`src/hw/rtl/i2a_pkg.sv`:
```
// Shared types, constants and character helpers for the integer to ASCII formatter.
`timescale 1ns / 1ps

package i2a_pkg;

  localparam int unsigned ValueBitsDef = 64;
  localparam int unsigned FifoDepthDef = 2;
  localparam int unsigned DecBits      = 32;
  localparam int unsigned BcdDigits    = 10;
  localparam int unsigned HexDigits    = 16;
  localparam int unsigned NilLen       = 5;
  localparam int unsigned PrefixLen    = 2;

  typedef enum logic [1:0] {
    CMD_PTR    = 2'd0,
    CMD_HEX_LO = 2'd1,
    CMD_HEX_UP = 2'd2,
    CMD_DEC    = 2'd3
  } cmd_e;

  typedef enum logic [1:0] {
    FE_IDLE,
    FE_CONV,
    FE_PUSH
  } fe_state_e;

  typedef struct packed {
    cmd_e        command;
    logic [63:0] value;
  } in_req_t;

  typedef struct packed {
    logic [7:0] character;
    logic       last;
    logic [4:0] char_count;
  } out_rsp_t;

  // One classified request waiting for the emitter: digits are right aligned,
  // least significant digit in nibble 0.
  typedef struct packed {
    cmd_e        cmd;
    logic        is_nil;
    logic [4:0]  len;
    logic [63:0] digits;
  } entry_t;

  function automatic logic [7:0] nil_char(input logic [2:0] pos);
    logic [7:0] c;
    case (pos)
      3'd0:    c = 8'h28; // (
      3'd1:    c = 8'h6e; // n
      3'd2:    c = 8'h69; // i
      3'd3:    c = 8'h6c; // l
      default: c = 8'h29; // )
    endcase
    return c;
  endfunction

  function automatic logic [7:0] digit_char(input logic [3:0] nib, input logic upper);
    logic [7:0] c;
    if (nib < 4'd10) begin
      c = 8'h30 + {4'd0, nib};
    end else if (upper) begin
      c = 8'h37 + {4'd0, nib};
    end else begin
      c = 8'h57 + {4'd0, nib};
    end
    return c;
  endfunction

endpackage

```
`src/hw/rtl/i2a_front.sv`:
```
// Front end: accepts requests, converts decimal by shift-add-3, counts digits.
`timescale 1ns / 1ps

module i2a_front #(
  parameter int unsigned ValueBits = i2a_pkg::ValueBitsDef
) (
  input  logic              clk_i,
  input  logic              rst_ni,
  input  logic              in_valid_i,
  output logic              in_ready_o,
  input  i2a_pkg::in_req_t  in_req_i,
  output logic              push_o,
  output i2a_pkg::entry_t   push_entry_o,
  input  logic              full_i
);
  import i2a_pkg::*;

  localparam logic [63:0] ValueMask =
    (ValueBits >= 64) ? {64{1'b1}} : ((64'd1 << ValueBits) - 64'd1);
  localparam int unsigned BcdBits = 4 * BcdDigits;

  fe_state_e   state_q, state_d;
  cmd_e        cmd_q, cmd_d;
  logic [63:0] work_q, work_d;
  logic [31:0] bin_q, bin_d;
  logic [4:0]  bit_cnt_q, bit_cnt_d;

  logic [BcdBits-1:0] adj;
  logic [3:0]         hi_idx;
  logic [4:0]         ndig;
  logic               is_nil;
  logic [4:0]         len;

  // shift-add-3 correction on every BCD digit
  always_comb begin
    for (int i = 0; i < BcdDigits; i++) begin
      adj[4*i +: 4] = (work_q[4*i +: 4] >= 4'd5) ? work_q[4*i +: 4] + 4'd3
                                                  : work_q[4*i +: 4];
    end
  end

  // highest nonzero digit sets the digit count
  always_comb begin
    hi_idx = '0;
    for (int i = 0; i < HexDigits; i++) begin
      if (work_q[4*i +: 4] != 4'd0) begin
        hi_idx = 4'(i);
      end
    end
    ndig   = {1'b0, hi_idx} + 5'd1;
    is_nil = (cmd_q == CMD_PTR) && (work_q == 64'd0);
    if (is_nil) begin
      len = 5'(NilLen);
    end else if (cmd_q == CMD_PTR) begin
      len = ndig + 5'(PrefixLen);
    end else begin
      len = ndig;
    end
  end

  always_comb begin
    state_d    = state_q;
    cmd_d      = cmd_q;
    work_d     = work_q;
    bin_d      = bin_q;
    bit_cnt_d  = bit_cnt_q;
    in_ready_o = 1'b0;
    push_o     = 1'b0;
    case (state_q)
      FE_IDLE: begin
        in_ready_o = 1'b1;
        if (in_valid_i) begin
          cmd_d = in_req_i.command;
          if (in_req_i.command == CMD_DEC) begin
            work_d    = '0;
            bin_d     = in_req_i.value[31:0];
            bit_cnt_d = '0;
            state_d   = FE_CONV;
          end else begin
            work_d  = in_req_i.value & ValueMask;
            state_d = FE_PUSH;
          end
        end
      end
      FE_CONV: begin
        work_d    = {{(64-BcdBits){1'b0}}, adj[BcdBits-2:0], bin_q[31]};
        bin_d     = {bin_q[30:0], 1'b0};
        bit_cnt_d = bit_cnt_q + 5'd1;
        if (bit_cnt_q == 5'(DecBits - 1)) begin
          state_d = FE_PUSH;
        end
      end
      FE_PUSH: begin
        if (!full_i) begin
          push_o  = 1'b1;
          state_d = FE_IDLE;
        end
      end
      default: state_d = FE_IDLE;
    endcase
  end

  assign push_entry_o = '{cmd: cmd_q, is_nil: is_nil, len: len, digits: work_q};

  always_ff @(posedge clk_i or negedge rst_ni) begin
    if (!rst_ni) begin
      state_q   <= FE_IDLE;
      bit_cnt_q <= '0;
    end else begin
      state_q   <= state_d;
      bit_cnt_q <= bit_cnt_d;
    end
  end

  always_ff @(posedge clk_i) begin
    cmd_q  <= cmd_d;
    work_q <= work_d;
    bin_q  <= bin_d;
  end

endmodule

```
`src/hw/rtl/i2a_fifo.sv`:
```
// Short request queue between the front end and the character emitter.
`timescale 1ns / 1ps

module i2a_fifo #(
  parameter int unsigned Depth = i2a_pkg::FifoDepthDef
) (
  input  logic            clk_i,
  input  logic            rst_ni,
  input  logic            push_i,
  input  i2a_pkg::entry_t push_entry_i,
  output logic            full_o,
  input  logic            pop_i,
  output logic            valid_o,
  output i2a_pkg::entry_t head_o
);
  import i2a_pkg::*;

  localparam int unsigned PtrW = (Depth > 1) ? $clog2(Depth) : 1;
  localparam int unsigned CntW = $clog2(Depth + 1);

  entry_t          mem_q [Depth];
  logic [PtrW-1:0] wr_ptr_q, rd_ptr_q;
  logic [CntW-1:0] cnt_q;

  assign full_o  = (cnt_q == CntW'(Depth));
  assign valid_o = (cnt_q != '0);
  assign head_o  = mem_q[rd_ptr_q];

  always_ff @(posedge clk_i or negedge rst_ni) begin
    if (!rst_ni) begin
      wr_ptr_q <= '0;
      rd_ptr_q <= '0;
      cnt_q    <= '0;
    end else begin
      if (push_i) begin
        wr_ptr_q <= (wr_ptr_q == PtrW'(Depth - 1)) ? '0 : wr_ptr_q + PtrW'(1);
      end
      if (pop_i) begin
        rd_ptr_q <= (rd_ptr_q == PtrW'(Depth - 1)) ? '0 : rd_ptr_q + PtrW'(1);
      end
      if (push_i && !pop_i) begin
        cnt_q <= cnt_q + CntW'(1);
      end else if (pop_i && !push_i) begin
        cnt_q <= cnt_q - CntW'(1);
      end
    end
  end

  always_ff @(posedge clk_i) begin
    if (push_i) begin
      mem_q[wr_ptr_q] <= push_entry_i;
    end
  end

`ifndef SYNTHESIS
  a_no_push_full: assert property (@(posedge clk_i) disable iff (!rst_ni)
    push_i |-> !full_o) else $error("request queue overflow");
  a_no_pop_empty: assert property (@(posedge clk_i) disable iff (!rst_ni)
    pop_i |-> valid_o) else $error("request queue underflow");
  a_cnt_range: assert property (@(posedge clk_i) disable iff (!rst_ni)
    cnt_q <= CntW'(Depth)) else $error("request queue count out of range");
`endif

endmodule

```
`src/hw/rtl/i2a_back.sv`:
```
// Back end: walks one queued request and emits its characters one per cycle while the output is not stalled.
`timescale 1ns / 1ps

module i2a_back (
  input  logic              clk_i,
  input  logic              rst_ni,
  input  logic              ent_valid_i,
  input  i2a_pkg::entry_t   ent_i,
  output logic              pop_o,
  output logic              out_valid_o,
  input  logic              out_ready_i,
  output i2a_pkg::out_rsp_t out_rsp_o
);
  import i2a_pkg::*;

  logic     busy_q;
  entry_t   ent_q;
  logic [4:0] pos_q;
  logic     out_valid_q;
  out_rsp_t out_q;

  logic       can_emit;
  logic       is_last;
  logic [4:0] dig_idx;
  logic [3:0] nibble;
  logic [7:0] chr;

  assign can_emit = busy_q && (!out_valid_q || out_ready_i);
  assign is_last  = (pos_q == ent_q.len - 5'd1);
  assign pop_o    = ent_valid_i && (!busy_q || (can_emit && is_last));

  // digits fill the tail of the run, most significant first
  assign dig_idx = ent_q.len - 5'd1 - pos_q;
  assign nibble  = ent_q.digits[{dig_idx[3:0], 2'b00} +: 4];

  always_comb begin
    if (ent_q.is_nil) begin
      chr = nil_char(pos_q[2:0]);
    end else if (ent_q.cmd == CMD_PTR && pos_q == 5'd0) begin
      chr = 8'h30;
    end else if (ent_q.cmd == CMD_PTR && pos_q == 5'd1) begin
      chr = 8'h78;
    end else begin
      chr = digit_char(nibble, ent_q.cmd == CMD_HEX_UP);
    end
  end

  always_ff @(posedge clk_i or negedge rst_ni) begin
    if (!rst_ni) begin
      busy_q      <= 1'b0;
      pos_q       <= '0;
      out_valid_q <= 1'b0;
    end else begin
      if (can_emit) begin
        out_valid_q <= 1'b1;
      end else if (out_ready_i) begin
        out_valid_q <= 1'b0;
      end
      if (pop_o) begin
        busy_q <= 1'b1;
        pos_q  <= '0;
      end else if (can_emit) begin
        if (is_last) begin
          busy_q <= 1'b0;
        end else begin
          pos_q <= pos_q + 5'd1;
        end
      end
    end
  end

  always_ff @(posedge clk_i) begin
    if (pop_o) begin
      ent_q <= ent_i;
    end
    if (can_emit) begin
      out_q <= '{character: chr, last: is_last,
                 char_count: is_last ? ent_q.len : 5'd0};
    end
  end

  assign out_valid_o = out_valid_q;
  assign out_rsp_o   = out_q;

`ifndef SYNTHESIS
  a_last_count: assert property (@(posedge clk_i) disable iff (!rst_ni)
    out_valid_o && out_rsp_o.last |-> out_rsp_o.char_count != 5'd0)
    else $error("last character without a count");
  a_pos_range: assert property (@(posedge clk_i) disable iff (!rst_ni)
    busy_q |-> pos_q < ent_q.len) else $error("character position past run");
`endif

endmodule

```
`src/hw/rtl/integer_to_ascii_formatter.sv`:
```
// Top level of the integer to ASCII formatter: front end, queue, emitter.
`timescale 1ns / 1ps
// Path: front end, queue, then the registered emitter output; decimal requests are converted first.
// Throughput: the emitter sends one character per cycle while out_ready_i is high, so its time
//   per request follows the run length (1 to 18 characters); the front end takes one request at a
//   time, decimal ones through 32 shift-add-3 steps, so the slower of the two sets the rate.
// Reset: asynchronous active low; clears the queue, both state machines, output valid.

module integer_to_ascii_formatter #(
  parameter int unsigned ValueBits = i2a_pkg::ValueBitsDef,
  parameter int unsigned FifoDepth = i2a_pkg::FifoDepthDef
) (
  input  logic              clk_i,
  input  logic              rst_ni,
  input  logic              in_valid_i,
  output logic              in_ready_o,
  input  i2a_pkg::in_req_t  in_req_i,
  output logic              out_valid_o,
  input  logic              out_ready_i,
  output i2a_pkg::out_rsp_t out_rsp_o
);
  import i2a_pkg::*;

  logic   push;
  entry_t push_entry;
  logic   full;
  logic   pop;
  logic   head_valid;
  entry_t head;

  i2a_front #(.ValueBits(ValueBits)) u_front (
    .clk_i        (clk_i),
    .rst_ni       (rst_ni),
    .in_valid_i   (in_valid_i),
    .in_ready_o   (in_ready_o),
    .in_req_i     (in_req_i),
    .push_o       (push),
    .push_entry_o (push_entry),
    .full_i       (full)
  );

  i2a_fifo #(.Depth(FifoDepth)) u_fifo (
    .clk_i        (clk_i),
    .rst_ni       (rst_ni),
    .push_i       (push),
    .push_entry_i (push_entry),
    .full_o       (full),
    .pop_i        (pop),
    .valid_o      (head_valid),
    .head_o       (head)
  );

  i2a_back u_back (
    .clk_i       (clk_i),
    .rst_ni      (rst_ni),
    .ent_valid_i (head_valid),
    .ent_i       (head),
    .pop_o       (pop),
    .out_valid_o (out_valid_o),
    .out_ready_i (out_ready_i),
    .out_rsp_o   (out_rsp_o)
  );

endmodule
```
`config.mk`:
```
export PLATFORM = sky130hd
export DESIGN_NAME = integer_to_ascii_formatter
export DESIGN_NICKNAME = d
export VERILOG_FILES = /design/src/hw/rtl/i2a_pkg.sv /design/src/hw/rtl/i2a_front.sv /design/src/hw/rtl/i2a_fifo.sv /design/src/hw/rtl/i2a_back.sv /design/src/hw/rtl/integer_to_ascii_formatter.sv
export SDC_FILE = /design/constraint.sdc
export NUM_CORES = 1
export LEC_CHECK = 0
export BUFFER_PORTS_ARGS = -buffer_cell sky130_fd_sc_hd__buf_2
export CAP_MARGIN = 30
export CORE_ASPECT_RATIO = 1.4
export CORE_MARGIN = 2
export CORE_UTILIZATION = 38
export DETAILED_ROUTE_END_ITERATION = 7
export HOLD_SLACK_MARGIN = 0.06
export PLACE_DENSITY_LB_ADDON = 0.12
export SLEW_MARGIN = 0
export SYNTH_ARGS = -nofsm -noshare
export SYNTH_HDL_FRONTEND = slang
export SYNTH_SLANG_ARGS = --single-unit
```
`constraint.sdc`:
```
create_clock -name clk_i -period 7.67 [get_ports clk_i]
set_clock_uncertainty 0.05 [all_clocks]
set_input_delay 0 -clock clk_i [delete_from_list [all_inputs] [get_ports clk_i]]
set_output_delay 0 -clock clk_i [all_outputs]
set_load 0.005 [all_outputs]
```
## Yosys cells after proc, flatten, opt, wreduce, memory -nomap -nowiden

Memory sizes are Yosys's and may differ from the RTL's. A register that Yosys moved wholly into a read port is not among the register bits.
Index checks and enable logic that the tools add are counted.

- Bits of input ports: 70
- Logic and storage cells: 177
- Register bits: 130
- Memories: 1
- Memory bits (writable): 144
- Output and inout bits: 16

Memories:

| memory | words | bits a word | rd ports | clocked after Yosys merged registers in | write ports | RTL line | RTL |
|---|---|---|---|---|---|---|---|
| u_fifo.mem_q | 2 | 72 | 1 | 1 | 1 | i2a_fifo.sv:21 | `entry_t mem_q [Depth];` |

- Magnitude comparators: 11
- Shift-type cells: 1
- Equal/unequal tests: 16
- Muxes and demuxes: 64
- Reductions and logical operators: 47
- Add/subtract/negate cells: 23

Operators with widths:

| kind | count |
|---|---|
| 2-to-1 mux 64 bit | 2 |
| one-hot mux 64 bit (2 select lines) | 1 |
| 2-to-1 mux 4 bit | 17 |
| zero test 64 bit | 1 |
| 2-to-1 mux 32 bit | 2 |
| one-hot mux 32 bit (2 select lines) | 1 |
| variable part select 64 x 7 -> 4 bit | 1 |
| nonzero test 4 bit | 15 |
| >= comparator 4 x 3 -> 1 bit (second input constant) | 10 |
| 2-to-1 mux 8 bit | 5 |
| adder 4 x 2 -> 4 bit (second input constant) | 9 |
| 2-to-1 mux 5 bit | 7 |
| one-hot mux 7 bit (4 select lines) | 1 |
| 2-to-1 mux 2 bit | 8 |
| 2-to-1 mux 3 bit | 5 |
| adder 6 x 4 -> 7 bit (first input constant) | 2 |
| 2-to-1 mux 1 bit | 13 |
| nonzero test 2 bit | 6 |
| adder 5 x 1 -> 5 bit (second input constant) | 2 |
| one-hot mux 5 bit (2 select lines) | 1 |
| adder 7 x 4 -> 8 bit (first input constant) | 1 |
| == test 2 bit (second input constant) | 4 |
| logical AND 1 bit | 8 |
| AND reduction 2 bit | 4 |
| other kinds (24) | 36 |

## Depth between registers and ports, before layout

Gate-level depths: netlist (run 1).

- Depth after elaboration: 20
- Mapped depth: 15
- Gate-level depth less buffers: 15

## Hierarchy

Synthesis (run 1) repeated with hierarchy kept, for this count alone.

- Cells, all modules: 1026
- Area total of the unflattened synthesis: 15424.8 um2

By module, submodules not included:

| module | area each (um2) | seq. area each (um2) | instances | cells an instance |
|---|---|---|---|---|
| i2a_fifo | 5734.2 | 4424.2 | 1 | 240 |
| i2a_front | 5675.4 | 3118.0 | 1 | 554 |
| i2a_back | 4015.1 | 2727.6 | 1 | 232 |

## Least setup slack after synthesis (run 1)

OpenSTA, ideal clock, no wires.

- Path kind: reg2reg
- Start point: reg u_front.state_q[0]
- End point: reg u_front.bin_q[0], enable pin
- Cell stages (with the launch flop): 5
- Buffers on the path: 0
- Slack: 2.858 ns
- Clock period less this slack: 4.812 ns
- Setup time: 0.387 ns
- Arrival: 4.376 ns
- Data required time: 7.233 ns
- Cell sequence: dfrtp_1 -> nor2_1 -> nor2_1 -> nand2b_1 -> inv_1

- Word-level cells in the longest chain between the ends: 3
- Elaborated cells on any way between the ends: 6
- Those cells by class: 3 x eq/ne; 3 x reduce/logical

RTL lines:

| element | RTL line | RTL |
|---|---|---|
| start: declaration | i2a_front.sv:22 | `fe_state_e state_q, state_d;` |
| start signal: assignment | i2a_front.sv:110 | `state_q <= state_d;` |
| zero test 2 bit or == test 2 x 1 -> 1 bit (tied branches) | i2a_front.sv:69 | `case (state_q)` |
| inequality test 2 x 1 -> 1 bit (no source line) (tied with other cells) | -- |  |
| AND reduction 3 bit (no source line) (*) | -- |  |
| end signal: assignment | i2a_front.sv:118 | `bin_q <= bin_d;` |
| end: declaration | i2a_front.sv:25 | `logic [31:0] bin_q, bin_d;` |

Mark *: on every way between the ends. The rest lies on a longest branch, timed or not.
A chain may end at the register's enable or synchronous reset.

## Final worst setup path (run 1)

- Start point: reg, netlist name u_back.ent_q[64]
- End point: reg u_back.out_q (netlist bit u_back.out_rsp_o[6]), data pin

- Word-level cells in the longest chain between the ends: 9
- Elaborated cells on any way between the ends: 12
- Those cells by class: 5 x add/sub; 1 x order compare; 1 x shift; 5 x mux

RTL lines:

| element | RTL line | RTL |
|---|---|---|
| subtractor 5 x 1 -> 5 bit (*) | -- |  |
| subtractor 4 bit (*) | i2a_back.sv:33 | `assign dig_idx = ent_q.len - 5'd1 - pos_q;` |
| variable part select 64 x 7 -> 4 bit (*) | i2a_back.sv:34 | `assign nibble = ent_q.digits[{dig_idx[3:0], 2'b00} +: 4];` |
| adder 7 x 4 -> 8 bit or adder 6 x 4 -> 7 bit (tied branches) | i2a_pkg.sv:66, i2a_pkg.sv:64 |  |
| 2-to-1 mux 8 bit | i2a_pkg.sv:63 | `end else if (upper) begin` |
| 2-to-1 mux 8 bit (*) | i2a_pkg.sv:61 | `if (nib < 4'd10) begin` |
| 2-to-1 mux 8 bit (*) | i2a_back.sv:41 | `end else if (ent_q.cmd == CMD_PTR && pos_q == 5'd1) begin` |
| 2-to-1 mux 8 bit (*) | i2a_back.sv:39 | `end else if (ent_q.cmd == CMD_PTR && pos_q == 5'd0) begin` |
| 2-to-1 mux 8 bit (*) | i2a_back.sv:37 | `if (ent_q.is_nil) begin` |
| via u_back.chr[0] | i2a_back.sv:26 | `logic [7:0] chr;` |
| end signal: assignment | i2a_back.sv:77 | `out_q <= '{character: chr, last: is_last,` |
| end: declaration | i2a_back.sv:20 | `out_rsp_t out_q;` |

Mark *: on every way through the listed nets, which the timed path passes. The rest lies on a longest branch.

==> results of run 1 <==
## cell usage after synthesis (all sizes together) (2+ instances only)
| library cell | instances | share of area, % |
|---|---|---|
| edfxtp | 327 | 66 |
| xnor2 | 18 | 1.2 |
| mux2 | 72 | 5.4 |
| o21a | 3 | 0.15 |
| mux2i | 6 | 0.40 |
| nor2 | 41 | 1.0 |
| a21boi | 2 | 0.10 |
| clkbuf | 30 | 0.75 |
| ha | 38 | 3.2 |
| and3 | 25 | 1.0 |
| nor2b | 11 | 0.46 |
| nor3 | 7 | 0.27 |
| o31ai | 8 | 0.40 |
| a31oi | 4 | 0.17 |
| or4 | 3 | 0.16 |
| nor4 | 8 | 0.34 |
| xor2 | 16 | 0.99 |
| nand3 | 14 | 0.47 |
| a22o | 4 | 0.23 |
| inv | 35 | 0.88 |
| nor3b | 21 | 1.1 |
| buf | 6 | 0.27 |
| a221o | 2 | 0.13 |
| mux4 | 17 | 2.6 |
| dfrtp | 18 | 3.0 |
| nand2b | 17 | 0.71 |
| a21oi | 36 | 1.2 |
| nand4 | 4 | 0.17 |
| o21ai | 57 | 1.9 |
| nand2 | 153 | 3.9 |
| and2 | 7 | 0.29 |
## flip-flops by register name, summed over array words and instances (netlist names), 2 cells and up
| name | flops |
|---|---|
| u_fifo.mem_q | 144 |
| u_back.ent_q | 72 |
| u_front.work_q | 64 |
| u_front.bin_q | 32 |
| u_back.out_rsp_o | 13 |
| u_back.pos_q | 5 |
| u_front.bit_cnt_q | 5 |
| u_fifo.cnt_q | 2 |
| u_front.cmd_q | 2 |
| u_front.state_q | 2 |
## stage by stage
step                      setup WS (ps)  cells  hold slack, ps  power [mW]  utilization, %
after floorplan                    2860   1031            -346        4.64               -
after global placement             3780   1611           -78.5        5.26            41.4
after detailed placement           3640   1614           -82.9        5.32            41.5
after CTS                          3630   1751             182        7.20            46.6
after global routing               3490   1752             196        7.56            46.7
final                              3730   1752             204        7.10            46.7
## worst max-delay path, delay by kind of cell (launching register included)
kind                     cells  cell delay, ps
buffers and inverters        2             140
multiplexers                 1             400
AO/OA/AOI/OAI                3            1090
adder cells (fa/ha/maj)      2            1370
flip-flops                   1             390
AND/OR/NAND/NOR              2             230
## repair_timing
| item | CTS | global route |
|---|---|---|
| hold buffers | 70 | 0 |
| endpoints found under the hold margin | 133 | 0 |
| gates resized for setup | 0 | 0 |
## power by group through the flow
stage / registers [mW] / logic, mW / clock network, mW
floorplan: 3.05 / 1.58 / 0
global placement: 3.18 / 2.08 / 0
detailed placement: 3.18 / 2.13 / 0
CTS: 3.15 / 2.18 / 1.87
global route: 3.21 / 2.40 / 1.95
finish: 3.14 / 2.14 / 1.82
## cell families (layout without fill, tap and decap cells)
family | after synthesis | after routing | synth area share, %
flops | 345 | 345 | 68.7
compound gates | 130 | 130 | 5.25
mux | 95 | 95 | 8.42
other cells | 1 | 1 | 0.0251
xor+xnor | 34 | 34 | 2.14
fa+ha+maj | 39 | 39 | 3.32
simple gates | 316 | 316 | 10.2
buf+inv | 71 | 270 | 1.90
## per-layer routing
metal	wire [um]	global-route usage, %
met3	915	2.65
met4	761	4.88
met1	13300	19.0
met5	0	0
met2	16700	29.0
## final cells by class
| type | count | area [um2] |
|---|---|---|
| clock buffers | 44 | 995 |
| clock inverters | 23 | 249 |
| fillers | 3410 | 20600 |
| inverters | 35 | 131 |
| multi-input cells | 615 | 4430 |
| flip-flops and latches | 345 | 10300 |
| well taps | 522 | 653 |
| repair buffers | 168 | 1280 |
## final timing paths
path | end | slack (ps) | cells after the start
setup / recovery | u_back.out_rsp_o[6] | 3730 | 10
hold / removal | u_front.cmd_q[1] | 200 | 2
hold reg to reg | u_fifo.mem_q[0][42] | 420 | 0
min in group asynchronous | u_front.state_q[1] | 650 | 3
setup reg to reg | u_back.out_rsp_o[6] | 3730 | 10
max in group asynchronous | u_fifo.rd_ptr_q | 6300 | 3
==> impl_metrics.ini, run 1 <==
[status]
status = finished clean

[layout]
syn_to_final_growth_pct = 20.6
mostFrequentLayoutCell = edfxtp_1
layout-drive-gt1-share_pct = 21.2
final_cell_mix = edfxtp_1 (327), nand2_1 (152), buf_2 (85)
fin_area_um2 = 18000
diodes = 0
nets = 1311

[job]
cap_violations = 0

[detailed_routing]
wl_um = 31700
first_iter_violations = 491
firstDrtPassIters = 5
drc = 0
drt-vias-per-instance = 4.87
wl_per_cell_um = 18.1
dr_total_vias = 8539
drtAntennaViolNets = 0

[clocking]
cts_max_level = 2
clock_latency_ps = 530
cts_tree = yes
cts-root-buf = clkbuf_16
clkTransAtPathRegs_ps = 60
cts.path.max_buffers = 3
numCtsBuffers = 37
cts_sinks = 345
postCtsSetupBuffers = 0

[power_and_ir_drop]
peakVddDrop_uv = 196
power_frac_comb_pct = 30.1
p_clk_share_pct = 25.7
intPower_mw = 4.81
pwr-share-seq_pct = 44.2
pwr_density_cell_nw_per_um2 = 394
switching_share_pct = 32.2
leakage_nw = 6.60
switching_power_mw = 2.29

[sta]
slew-limit-headroom_pct = 31.8
min_period_over_period_pct = 51.3
setup_viol = 0
hold_viol_final = 0
timing.fmax_mhz = 254
tns_ps = 0
tightest_slew_ps = 1010
rsz0062_at_grt = no
fin_crit_ps = 3940
final_max_slew_viol_count = 0

[synth]
synth-edff-count = 327
synth.distinct_cells = 63
yosysSeqAreaShare_pct = 68.7
syn_nets = 1140
syn_inst = 1031
synth_ff_type = edfxtp_1
ys_ff_latch = 345
syn_area_um2 = 14900
async_flop_share_pct = 5.22
ys_warn_count = 0
avgSynthCellArea_um2 = 14.5

[critical_path]
crit_path_cell_trace = inv_1 -> ha_1 -> inv_1 -> fa_1 -> mux4_2 -> nor2b_1 -> a2111oi_2 -> o2bb2a_1 -> nor2_1 -> a221o_1
crit_path_end_kind = flip-flop
startpoint = u_back.ent_q[64]
crit_slowest_cell = fa_1
cp_max_fo = 16
crit_top_cell = inv_1
worstSetupStartpointType = flip-flop
rr_startpoint = u_back.ent_q[64]
cpPeakStageDelay_ps = 1100
path_class = reg2reg
worstPathArrival_ps = 4150
cp.required_ps = 7890

[floorplanning]
design.die.area_um2 = 40900
rows = 85
core_um2 = 38600
die_w_um = 172
initial_utilization_pct = 38.7
num_io_pins = 86
die_y_um = 239

[placed_design]
gp_congestion = 0.798
dpl.hpwl_um = 21300
dpl_cell_area_um2 = 16000
portBuffers = 84

[global_route]
overflow = 0
grt_usage_pct = 15.9
antenna_found_initial = 1
grt_pass1_wl_um = 49600
grt_pass1_vias = 8804
grt_max_degree = 83

[min_path]
hold_start = in_req_i[65]
min_path_type = in2reg
No activity file was read; power rests on OpenSTA's default activity.
==> run 2: changes to the inputs <==
clock period = 3.3 ns   (was 7.67 ns; I/O delays follow)
==> impl_metrics.ini, run 2 (same netlist as run 1, synthesis figures left out) <==
[floorplanning]
core_um2 = 38600
num_io_pins = 86
die_y_um = 239
rows = 85
die_w_um = 172
initial_utilization_pct = 38.7
design.die.area_um2 = 40900

[global_route]
overflow = 0
grt_pass1_vias = 9131
gr-usage-met3_pct = 2.55
grt_max_degree = 56
busiest_layer = met2
grt_usage_pct = 16.4
use_met2_pct = 30.6
antenna_found_initial = 0
grt_pass1_wl_um = 50900
use_met1_pct = 19.3

[clocking]
cts_max_level = 2
cts-root-buf = clkbuf_16
cts_sinks = 345
clkTransAtPathRegs_ps = 70
numCtsBuffers = 37
cts.path.max_buffers = 3
cts_tree = yes
clock_latency_ps = 530

[sta]
min_period_over_period_pct = 98.2
hold_viol_final = 0
slew-limit-headroom_pct = 38.7
final_max_slew_viol_count = 0
holdWs_ps = 214
fin_crit_ps = 3240
tightest_slew_ps = 918
timing.fmax_mhz = 309
setup_viol = 0
tns_ps = 0
rsz0062_at_grt = yes
final.setup.worst_slack_ps = 61.0

[detailed_routing]
drt-vias-per-instance = 4.81
dr_total_vias = 8821
firstDrtPassIters = 4
first_iter_violations = 467
wl_per_cell_um = 17.8
wl_um = 32700
drc = 0
drtAntennaViolNets = 0

[layout]
fin_util_pct = 48.7
largest_register_ffs = 144
n_fill_cell = 3405
nets = 1394
multi_input_area_um2 = 4590
syn_to_final_growth_pct = 25.8
largest_register = u_fifo.mem_q
diodes = 0
largestRegisters = u_fifo.mem_q: 144 flops, u_back.ent_q: 72 flops, u_front.work_q: 64 flops
mostFrequentLayoutCell = edfxtp_1
seq_area_um2 = 10300
final_cell_mix = edfxtp_1 (327), nand2_1 (149), buf_4 (87)
layout-drive-gt1-share_pct = 28.0

[min_path]
hold_start = in_req_i[65]
min_path_type = in2reg

[critical_path]
worstSetupStartpointType = flip-flop
crit_path_end_kind = flip-flop
cp.required_ps = 3540
startpoint = u_back.ent_q[65]
rr_startpoint = u_back.ent_q[65]
worstPathArrival_ps = 3470
cp_max_fo = 16
path_class = reg2reg

[power_and_ir_drop]
leakage_nw = 7.01
pwr_density_cell_nw_per_um2 = 919
peakVddDrop_uv = 363

[status]
status = finished clean

[placed_design]
portBuffers = 84
gp_congestion = 0.808
place_ws_ps = -26.1
dpl.hpwl_um = 22200

[job]
cap_violations = 0
==> run 2: cell types whose count changed in the layout (fill, tap and decap cells not counted), sizes merged <==
cell      delta
bufinv       -3
inv          -1
clkinv       -4
clkinvlp     -3
buf         +83
clkbuf      +10
==> run 2: metal layers <==
layer | routed length (um) | part of all wire (%)
met5 | 0 | 0
met4 | 552 | 1.7
met3 | 962 | 2.9
met2 | 17800 | 55
met1 | 13300 | 41
==> run 2: through the flow <==
step                      total power, mW  area, um2  instances
after global routing                 18.4      18800       1834
after CTS                            17.2      18600       1832
after detailed placement             13.1      16700       1694
after global placement               13.0      16700       1694
after floorplan                      10.8      15000       1031
final                                17.3      18800       1834
==> run 2: what timing repair did <==
action | 4_1_cts | 5_1_grt
pin swaps | 1 | 9
gates resized for setup | 3 | 37
hold buffers | 70 | 0
setup buffers | 2 | 2
setup endpoints to repair | 2 | 14
endpoints found under the hold margin | 139 | 0
==> run 2: worst paths after layout <==
check                                            to  slack, ps  depth (start not counted)
max in group asynchronous           u_fifo.rd_ptr_q       1990                          3
worst max-delay path            u_back.out_rsp_o[8]         60                         12
min in group asynchronous             u_back.busy_q        610                          3
worst max register to register  u_back.out_rsp_o[8]         60                         12
worst min-delay path               u_front.cmd_q[1]        210                          2
worst min register to register  u_fifo.mem_q[1][45]        430                          0
==> run 2: worst max-delay path, cell delays in order, from the launching register on <==
cell and delay (ps):
edfxtp_1 370, inv_2 60, ha_4 270, inv_4 40
fa_1 550, buf_12 180, mux4_2 320, mux4_2 500
inv_2 90, ha_4 140, nand3_2 60, mux2i_1 140
a22o_1 220
==> run 2: area by class of cell <==
type,instances,share of cell area [%]
Timing Repair Buffer,251,10.5
Clock buffer,54,5.60
Multi-Input combinational cell,615,24.4
Tap cell,522,3.48
Inverter,35,0.713
Clock inverter,12,0.593
Sequential cell,345,54.7
==> run 2: power by group <==
group          leakage [nW]  total [mW]  internal, mW  switching, mW
sequential             3.26        7.05          6.50          0.557
clock                 0.565        4.01          2.37           1.64
combinational          3.18        6.20          2.85           3.35
